## src/sv/kpd_lp_pkg.sv

```systemverilog
// Shared types and constants for the keypad debounce / long-press block.
package kpd_lp_pkg;

  // Default geometry
  localparam int unsigned KEY_COUNT_DEF = 16;
  localparam int unsigned TIME_BITS_DEF = 32;

  // Field widths of the stream beats
  localparam int unsigned RAW_W   = 16;
  localparam int unsigned NOW_W   = 32;
  localparam int unsigned KIND_W  = 2;
  localparam int unsigned KEY_W   = 4;
  localparam int unsigned HELD_W  = 16;
  localparam int unsigned IN_DW   = 48;
  localparam int unsigned OUT_DW  = 24;

  // Configuration port
  localparam int unsigned CFG_IDX_W = 1;
  localparam int unsigned CFG_DW    = 16;

  localparam logic [CFG_IDX_W-1:0] REG_DEBOUNCE_TIME   = 1'b0;
  localparam logic [CFG_IDX_W-1:0] REG_LONG_PRESS_TIME = 1'b1;

  localparam logic [CFG_DW-1:0] DEBOUNCE_TIME_RST   = 16'd30;
  localparam logic [CFG_DW-1:0] LONG_PRESS_TIME_RST = 16'd1000;

  typedef enum logic [KIND_W-1:0] {
    EV_NONE    = 2'd0,
    EV_PRESS   = 2'd1,
    EV_RELEASE = 2'd2,
    EV_LONG    = 2'd3
  } ev_kind_e;

endpackage

```

## src/sv/keypad_debounce_long_press_top.sv

```systemverilog
// Keypad debounce with press, release and long-press events, top level.
//
// One poll beat (raw key mask and millisecond time) gives exactly one result beat:
// at most one event plus the debounced key mask. Per-key edge and down times sit in
// two synchronous RAMs (dual-port for edge times, single-port for down times) and are
// swept one key per cycle. The edge-time sweep runs first; when no key flips, a second
// sweep over the down-time RAM follows. A finished result waits in the output register
// while the next poll is taken. RAM contents reset to zero through per-entry valid
// flops, so no clearing pass is needed. Configuration writes take effect at once and
// belong between polls.
module keypad_debounce_long_press_top
  import kpd_lp_pkg::*;
#(
  parameter int unsigned KEY_COUNT = KEY_COUNT_DEF,
  parameter int unsigned TIME_BITS = TIME_BITS_DEF
) (
  input  logic                 clk_i,
  input  logic                 rst_ni,
  // poll stream
  input  logic                 s_axis_tvalid,
  output logic                 s_axis_tready,
  input  logic [IN_DW-1:0]     s_axis_tdata,   // raw_mask[15:0], now_ms[47:16]
  // result stream
  output logic                 m_axis_tvalid,
  input  logic                 m_axis_tready,
  output logic [OUT_DW-1:0]    m_axis_tdata,   // key_index[3:0], was_long[4], held_mask[20:5]
  output logic [KIND_W-1:0]    m_axis_tuser,   // event_kind[1:0]
  // configuration
  input  logic                 cfg_we_i,
  input  logic [CFG_IDX_W-1:0] cfg_idx_i,
  input  logic [CFG_DW-1:0]    cfg_wdata_i
);

  localparam int unsigned IDX_W = (KEY_COUNT > 1) ? $clog2(KEY_COUNT) : 1;
  localparam int unsigned CNT_W = $clog2(KEY_COUNT + 1);
  localparam logic [CNT_W-1:0] CNT_END = CNT_W'(KEY_COUNT);

  typedef enum logic [3:0] {
    ST_IDLE = 4'b0001,
    ST_EDGE = 4'b0010,
    ST_DOWN = 4'b0100,
    ST_FIN  = 4'b1000
  } state_e;

  state_e state_q, state_d;

  logic [CFG_DW-1:0]    deb_time_q, lp_time_q;
  logic [KEY_COUNT-1:0] last_raw_q, raw_q, chg_q;
  logic [TIME_BITS-1:0] now_q;
  logic [KEY_COUNT-1:0] deb_q, deb_d, long_q, long_d;
  logic [CNT_W-1:0]     rd_cnt_q, rd_cnt_d;
  logic                 ev_vld_q, ev_vld_d;
  logic [IDX_W-1:0]     ev_idx_q, ev_idx_d;
  logic                 hit_q, hit_d;
  logic [IDX_W-1:0]     hit_idx_q, hit_idx_d;
  ev_kind_e             kind_q, kind_d;
  logic                 wl_q, wl_d;

  // timestamp RAMs
  logic [TIME_BITS-1:0] edge_mem [KEY_COUNT];
  logic [TIME_BITS-1:0] down_mem [KEY_COUNT];
  logic [KEY_COUNT-1:0] edge_vld_q, down_vld_q;
  logic [TIME_BITS-1:0] edge_rd_q, down_rd_q;
  logic                 edge_rv_q, down_rv_q;

  logic                 m_valid_q;
  ev_kind_e             m_kind_q;
  logic [KEY_W-1:0]     m_key_q;
  logic                 m_wl_q;
  logic [HELD_W-1:0]    m_held_q;

  logic                 accept, out_load;
  logic                 rd_go, pass_end;
  logic [IDX_W-1:0]     rd_idx;
  logic                 edge_re, down_re, edge_we, down_we;
  logic [TIME_BITS-1:0] edge_eff, down_eff, edge_age, down_age;
  logic                 flip_ok, long_ok;
  logic [KEY_COUNT-1:0] raw_in;

  assign s_axis_tready = (state_q == ST_IDLE);
  assign accept        = s_axis_tvalid && s_axis_tready;
  assign raw_in        = KEY_COUNT'(s_axis_tdata[15:0]);

  assign rd_go    = (rd_cnt_q != CNT_END);
  assign pass_end = (rd_cnt_q == CNT_END) && !ev_vld_q;
  assign rd_idx   = rd_cnt_q[IDX_W-1:0];
  assign edge_re  = (state_q == ST_EDGE) && rd_go;
  assign down_re  = (state_q == ST_DOWN) && rd_go;

  // a key whose raw level changed in this poll takes the current time as edge
  assign edge_eff = chg_q[ev_idx_q] ? now_q : (edge_rv_q ? edge_rd_q : '0);
  assign down_eff = down_rv_q ? down_rd_q : '0;
  assign edge_age = now_q - edge_eff;
  assign down_age = now_q - down_eff;

  assign flip_ok = (raw_q[ev_idx_q] != deb_q[ev_idx_q]) &&
                   (edge_age >= TIME_BITS'(deb_time_q));
  assign long_ok = deb_q[ev_idx_q] && !long_q[ev_idx_q] &&
                   (down_age >= TIME_BITS'(lp_time_q));

  assign edge_we = (state_q == ST_EDGE) && ev_vld_q && chg_q[ev_idx_q];
  assign down_we = (state_q == ST_EDGE) && pass_end && hit_q && raw_q[hit_idx_q];

  always_comb begin
    state_d   = state_q;
    deb_d     = deb_q;
    long_d    = long_q;
    rd_cnt_d  = rd_cnt_q;
    ev_vld_d  = 1'b0;
    ev_idx_d  = ev_idx_q;
    hit_d     = hit_q;
    hit_idx_d = hit_idx_q;
    kind_d    = kind_q;
    wl_d      = wl_q;
    out_load  = 1'b0;

    unique case (state_q)
      ST_IDLE: begin
        if (accept) begin
          state_d  = ST_EDGE;
          rd_cnt_d = '0;
          hit_d    = 1'b0;
          kind_d   = EV_NONE;
          wl_d     = 1'b0;
        end
      end
      ST_EDGE, ST_DOWN: begin
        if (rd_go) begin
          rd_cnt_d = rd_cnt_q + 1'b1;
          ev_vld_d = 1'b1;
          ev_idx_d = rd_idx;
        end
        // keep the lowest candidate only
        if (ev_vld_q && !hit_q &&
            (((state_q == ST_EDGE) && flip_ok) || ((state_q == ST_DOWN) && long_ok))) begin
          hit_d     = 1'b1;
          hit_idx_d = ev_idx_q;
        end
        if (pass_end) begin
          if (state_q == ST_EDGE) begin
            if (hit_q) begin
              state_d           = ST_FIN;
              deb_d[hit_idx_q]  = raw_q[hit_idx_q];
              long_d[hit_idx_q] = 1'b0;
              if (raw_q[hit_idx_q]) begin
                kind_d = EV_PRESS;
              end else begin
                kind_d = EV_RELEASE;
                wl_d   = long_q[hit_idx_q];
              end
            end else begin
              state_d  = ST_DOWN;
              rd_cnt_d = '0;
            end
          end else begin
            state_d = ST_FIN;
            if (hit_q) begin
              long_d[hit_idx_q] = 1'b1;
              kind_d            = EV_LONG;
            end
          end
        end
      end
      ST_FIN: begin
        if (!m_valid_q || m_axis_tready) begin
          out_load = 1'b1;
          state_d  = ST_IDLE;
        end
      end
      default: begin
        state_d = ST_IDLE;
      end
    endcase
  end

  always_ff @(posedge clk_i or negedge rst_ni) begin
    if (!rst_ni) begin
      state_q    <= ST_IDLE;
      deb_time_q <= DEBOUNCE_TIME_RST;
      lp_time_q  <= LONG_PRESS_TIME_RST;
      last_raw_q <= '0;
      deb_q      <= '0;
      long_q     <= '0;
      rd_cnt_q   <= '0;
      ev_vld_q   <= 1'b0;
      hit_q      <= 1'b0;
      m_valid_q  <= 1'b0;
    end else begin
      state_q  <= state_d;
      deb_q    <= deb_d;
      long_q   <= long_d;
      rd_cnt_q <= rd_cnt_d;
      ev_vld_q <= ev_vld_d;
      hit_q    <= hit_d;
      if (accept) begin
        last_raw_q <= raw_in;
      end
      if (cfg_we_i) begin
        case (cfg_idx_i)
          REG_DEBOUNCE_TIME:   deb_time_q <= cfg_wdata_i;
          REG_LONG_PRESS_TIME: lp_time_q  <= cfg_wdata_i;
          default: ;
        endcase
      end
      if (out_load) begin
        m_valid_q <= 1'b1;
      end else if (m_axis_tready) begin
        m_valid_q <= 1'b0;
      end
    end
  end

  // payload registers
  always_ff @(posedge clk_i) begin
    ev_idx_q  <= ev_idx_d;
    hit_idx_q <= hit_idx_d;
    kind_q    <= kind_d;
    wl_q      <= wl_d;
    if (accept) begin
      raw_q <= raw_in;
      chg_q <= raw_in ^ last_raw_q;
      now_q <= TIME_BITS'(s_axis_tdata[47:16]);
    end
    if (out_load) begin
      m_kind_q <= kind_q;
      m_key_q  <= (kind_q == EV_NONE) ? '0 : KEY_W'(hit_idx_q);
      m_wl_q   <= wl_q;
      m_held_q <= HELD_W'(deb_q);
    end
  end

  // RAM valid bits: an entry never written reads as zero
  always_ff @(posedge clk_i or negedge rst_ni) begin
    if (!rst_ni) begin
      edge_vld_q <= '0;
      down_vld_q <= '0;
      edge_rv_q  <= 1'b0;
      down_rv_q  <= 1'b0;
    end else begin
      if (edge_we) edge_vld_q[ev_idx_q] <= 1'b1;
      if (down_we) down_vld_q[hit_idx_q] <= 1'b1;
      if (edge_re) edge_rv_q <= edge_vld_q[rd_idx];
      if (down_re) down_rv_q <= down_vld_q[rd_idx];
    end
  end

  // edge-time RAM: write lags the read by one key, never the same entry
  always_ff @(posedge clk_i) begin
    if (edge_we) edge_mem[ev_idx_q] <= now_q;
    if (edge_re) edge_rd_q <= edge_mem[rd_idx];
  end

  // down-time RAM: written after the edge sweep, read only in the down sweep
  always_ff @(posedge clk_i) begin
    if (down_we) down_mem[hit_idx_q] <= now_q;
    if (down_re) down_rd_q <= down_mem[rd_idx];
  end

  assign m_axis_tvalid = m_valid_q;
  assign m_axis_tuser  = m_kind_q;
  assign m_axis_tdata  = {3'b000, m_held_q, m_wl_q, m_key_q};

`ifndef ASSERT_OFF
  a_flip_one_key: assert property (@(posedge clk_i) disable iff (!rst_ni)
    (state_q == ST_EDGE && pass_end && hit_q) |=>
      ($countones(deb_q ^ $past(deb_q)) == 1))
    else $error("debounced mask changed in more than one key");

  a_long_held: assert property (@(posedge clk_i) disable iff (!rst_ni)
    ((long_q & ~deb_q) == '0))
    else $error("long flag set on a key that is not held");

  a_eval_in_sweep: assert property (@(posedge clk_i) disable iff (!rst_ni)
    ev_vld_q |-> (state_q == ST_EDGE || state_q == ST_DOWN))
    else $error("RAM read data evaluated outside a sweep");
`endif

endmodule

```

## config.mk

```make
export PLATFORM = sky130hd
export DESIGN_NAME = keypad_debounce_long_press_top
export DESIGN_NICKNAME = d
export VERILOG_FILES = /design/src/sv/kpd_lp_pkg.sv /design/src/sv/keypad_debounce_long_press_top.sv
export SDC_FILE = /design/constraint.sdc
export NUM_CORES = 1
export LEC_CHECK = 0
export BUFFER_PORTS_ARGS = -buffer_cell sky130_fd_sc_hd__buf_2
export CAP_MARGIN = 20
export CORE_MARGIN = 2
export CORE_UTILIZATION = 40
export CTS_CLUSTER_DIAMETER = 60
export DETAILED_ROUTE_END_ITERATION = 7
export GPL_TIMING_DRIVEN = 0
export PLACE_DENSITY = 0.65
export SLEW_MARGIN = 20
export SYNTH_ARGS = -nofsm -noshare
export SYNTH_HDL_FRONTEND = slang
export SYNTH_SLANG_ARGS = --single-unit
```

## constraint.sdc

```tcl
create_clock -name clk_i -period 5.8 [get_ports clk_i]
set_input_delay 0.58 -clock clk_i [delete_from_list [all_inputs] [get_ports clk_i]]
set_output_delay 0.58 -clock clk_i [all_outputs]
set_load 0.01 [all_outputs]
```

==> results.sh <==
export IMPL_drtIter0Drc=3567
export IMPL_met1_length_mm=55.2
export IMPL_clkSlewWorstSetupHoldPaths_ns=0.06
export IMPL_top_layer="met4"
export IMPL_synth_top_area_share_pct=65.7
export IMPL_fin_crit_ns=6.10
export IMPL_fin_worst_skew_ns=0.0255
export IMPL_fp_row_count=135
export IMPL_ys_seq_area_share_pct=71.5
export IMPL_setup_viol=5
export IMPL_violations="setup timing"
export IMPL_fin_hold_ws_ns=0.0434
export IMPL_clk_latency_ns=0.75
export IMPL_p_per_area_mw_per_mm2=433
export IMPL_core_area_sq_mm=0.135
export IMPL_p_leak_nw=21.3
export IMPL_synth_top_cells_by_count="edfxtp_1, mux4_2, nand2_1, a21oi_1, dfrtp_1"
export IMPL_avgSynthCellArea_sq_um=19.0
export IMPL_syn_to_final_growth_pct=18.4
export IMPL_worst_setup_path_type="flop to flop"
export IMPL_yosys_warnings=0
export IMPL_cts_inserted_buffers=137
export IMPL_nets=3432
export IMPL_syn_inst=2853
export IMPL_dieHeight_microns=372
export IMPL_final_area_sq_mm=0.0642
export IMPL_clock_path_buffers=3
export IMPL_start_util_pct=40.2
export IMPL_dp_final_hpwl_mm=94.5
export IMPL_synthFlopType="edfxtp_1"
export IMPL_met3_length_mm=9.81
export IMPL_ant_nets=0
export IMPL_final_util_pct=47.6
export IMPL_ir_worst_vdd_uv=310
export IMPL_worstSetupStartpointType="flop"
export IMPL_placed_area_sq_mm=0.0591
export IMPL_yosysUniqueCellTypes=76
export IMPL_power_mw=27.8
export IMPL_syn_area_sq_mm=0.0542
export IMPL_pre_cts_ws_ns=-2.04
export IMPL_setup_slack_ns=-0.296
export IMPL_synth_seq_cells=1312
export IMPL_root_buffer="clkbuf_16"
export IMPL_io_pins=98
export IMPL_groute_usage_overall_pct=19.8
export IMPL_async_flop_share_pct=9.60
export IMPL_route_met2_wl_mm=67.3
export IMPL_synthTopCellsByArea="edfxtp_1, mux4_2, dfrtp_1"
export IMPL_finalHoldViolCount=0
export IMPL_drv_slew=0
export IMPL_drive_gt1_share_pct=29.8
export IMPL_rsz0062_at_grt="true"
export IMPL_antenna_cells=0
export IMPL_critPathMaxFanout=5
export IMPL_num_vias=29000
export IMPL_io_buffers=94
export IMPL_htreeDepth=4
export IMPL_finalWirelength_mm=136
export IMPL_holdCritPathClass="primary input to flop"
export IMPL_cap_violations=0
export IMPL_end_kind="flop"
export IMPL_grt_max_degree=67
export IMPL_route_detailed_drc=0
export IMPL_die_area_sq_mm=0.139
export IMPL_cts_tree="done"
export IMPL_clock_sinks=1312
export IMPL_grt_pass1_vias=29200
export IMPL_worst_pin_slew_ns=1.12
export IMPL_grt_ovfl_total=0
export IMPL_fillers=10900
export IMPL_viasPerCell=5.64
export IMPL_wl_per_cell_microns=26.4
export IMPL_synth_edff_count=1186
export IMPL_firstDrtPassIters=5
export IMPL_die_w_microns=372
export IMPL_grt_pass1_wl_mm=198
export IMPL_cp_arrival_ns=6.59
export IMPL_relSlewSlack_pct=25.6
export IMPL_status="complete, but fails checks"
export IMPL_required_ns=6.30
export IMPL_yosys_area_top_type="edfxtp_1"
export IMPL_layout_worst_path_cycle_share_pct=105
export IMPL_fmax_mhz=164
export IMPL_place_gp_congestion=0.853
export IMPL_antenna_found_initial=12
export IMPL_yosysMostFrequentCell="edfxtp_1"
[what timing repair did]
item | in CTS | in global routing
pin swaps | 26 | 14
endpoints found under the setup margin | 5 | 5
buffers inserted | 17 | 4
hold buffers | 30 | 0
endpoints found under the hold margin | 93 | 0
gates resized for setup | 48 | 15
[cell type report]
| cell class | count | area, sq um | share of cell area (%) |
|---|---|---|---|
| Multi-Input combinational cell | 1352 | 15200 | 23.7 |
| Clock inverter | 73 | 598 | 0.932 |
| Buffer | 129 | 593 | 0.924 |
| Inverter | 62 | 235 | 0.366 |
| Timing Repair Buffer | 270 | 2880 | 4.49 |
| Tap cell | 1781 | 2230 | 3.47 |
| Clock buffer | 171 | 3670 | 5.72 |
| Sequential cell | 1312 | 38800 | 60.4 |
[power breakdown]
| group | total, mW | internal (mW) | leakage (nW) | switching, mW |
|---|---|---|---|---|
| combinational | 7.83 | 3.46 | 6.93 | 4.37 |
| clock | 8.36 | 4.71 | 2.07 | 3.65 |
| sequential | 11.6 | 11.2 | 12.4 | 0.401 |
| total | 27.8 | 19.4 | 21.3 | 8.42 |
[cell families (layout without fill, tap and decap cells)]
kind of cell / after synthesis / in the layout / synth area share, %
DFF: 1312 / 1312 / 71.5
xor gates and xnor gates: 53 / 53 / 0.856
buffers and inverters: 191 / 705 / 1.42
and+or+nand+nor: 434 / 434 / 3.96
muxes: 410 / 410 / 15.9
adders and majority gates: 98 / 98 / 2.29
other: 1 / 3 / 0.00692
AOI/OAI and AO/OA: 354 / 354 / 4.01
[flip-flops by register name, indices dropped and copies added (netlist names), 4 cells and up, named ones only]
signal	flops
edge_vld_q	16
down_vld_q	16
m_key_q	4
lp_time_q	16
down_mem	512
m_held_q	16
deb_time_q	16
state_q	4
down_rd_q	32
hit_idx_q	4
last_raw_q	16
ev_idx_q	4
rd_cnt_q	5
edge_mem	512
chg_q	16
raw_q	16
deb_q	16
now_q	32
edge_rd_q	32
[per-stage QoR]
step | std cells | setup TNS, ns
global route | 5150 | -2.63
detailed placement | 4853 | -9.77
floorplan | 2855 | 0
CTS | 5144 | -1.15
finish | 5150 | -1.39
global placement | 4730 | -1559.00
[final timing paths]
path	slack, ns	from	cells after the start	to
setup / recovery	-0.30	ev_idx_q[0]$_DFFE_PP_	27	hit_idx_q[1]$_DFFE_PP_
hold / removal	0.04	s_axis_tdata[17]	1	now_q[1]$_DFFE_PP_
setup reg to reg	-0.30	ev_idx_q[0]$_DFFE_PP_	27	hit_idx_q[1]$_DFFE_PP_
hold reg to reg	0.42	wl_q$_SDFFCE_PN0P_	0	m_wl_q$_DFFE_PP_
max in group asynchronous	4.57	rst_ni	3	lp_time_q[9]$_DFFE_PN1P_
min in group asynchronous	0.38	rst_ni	2	last_raw_q[7]$_DFFE_PN0P_
[routing by layer]
layer	vias up	global-route usage [%]
li1	12500	-
met1	15200	26.4
met2	1174	33.3
met3	217	3.53
met4	0	5.78
met5	-	0
[cell usage in the layout, fill, tap and decap left out, types with 16 or more instances in the layout]
cell type      instances
buf_4                 47
buf_8                 30
buf_2                125
a21oi_1              115
nand3_1               20
nand2b_1              21
xnor2_1               22
edfxtp_1            1186
and3_1                37
clkinv_1              27
ha_1                  93
a21o_1                23
nor2_1                70
clkinv_2              18
o21ai_0               91
nand4_1               18
buf_16                30
clkbuf_1             100
clkbuf_2              19
dfrtp_1              115
clkbuf_16            140
mux2_2                42
or2_2                 40
a31oi_1               16
inv_1                 60
mux4_2               358
nor2b_1               17
dlygate4sd3_1         30
buf_12                18
nand2_1              125
xor2_1                30
nor2_4                26
[worst max-delay path, stage by stage (launching register included)]
cell	delay, ns
edfxtp_1	0.37
buf_6	0.15
mux4_2	0.54
mux2i_4	0.23
mux2_4	0.31
buf_8	0.13
nand3_4	0.08
o21ai_4	0.13
ha_4	0.17
inv_2	0.03
fa_2	0.36
a21oi_4	0.19
o22ai_4	0.10
o31a_1	0.33
a21oi_2	0.17
xnor2_1	0.15
ha_1	0.27
nand2_1	0.10
o221ai_2	0.13
a2111oi_4	0.22
nand4_1	0.16
a2111oi_2	0.30
nand4_1	0.15
nor4_2	0.32
nand4_1	0.22
o31ai_4	0.27
buf_12	0.17
a21oi_4	0.08
Note: power is estimated with default switching activity, not from simulation.
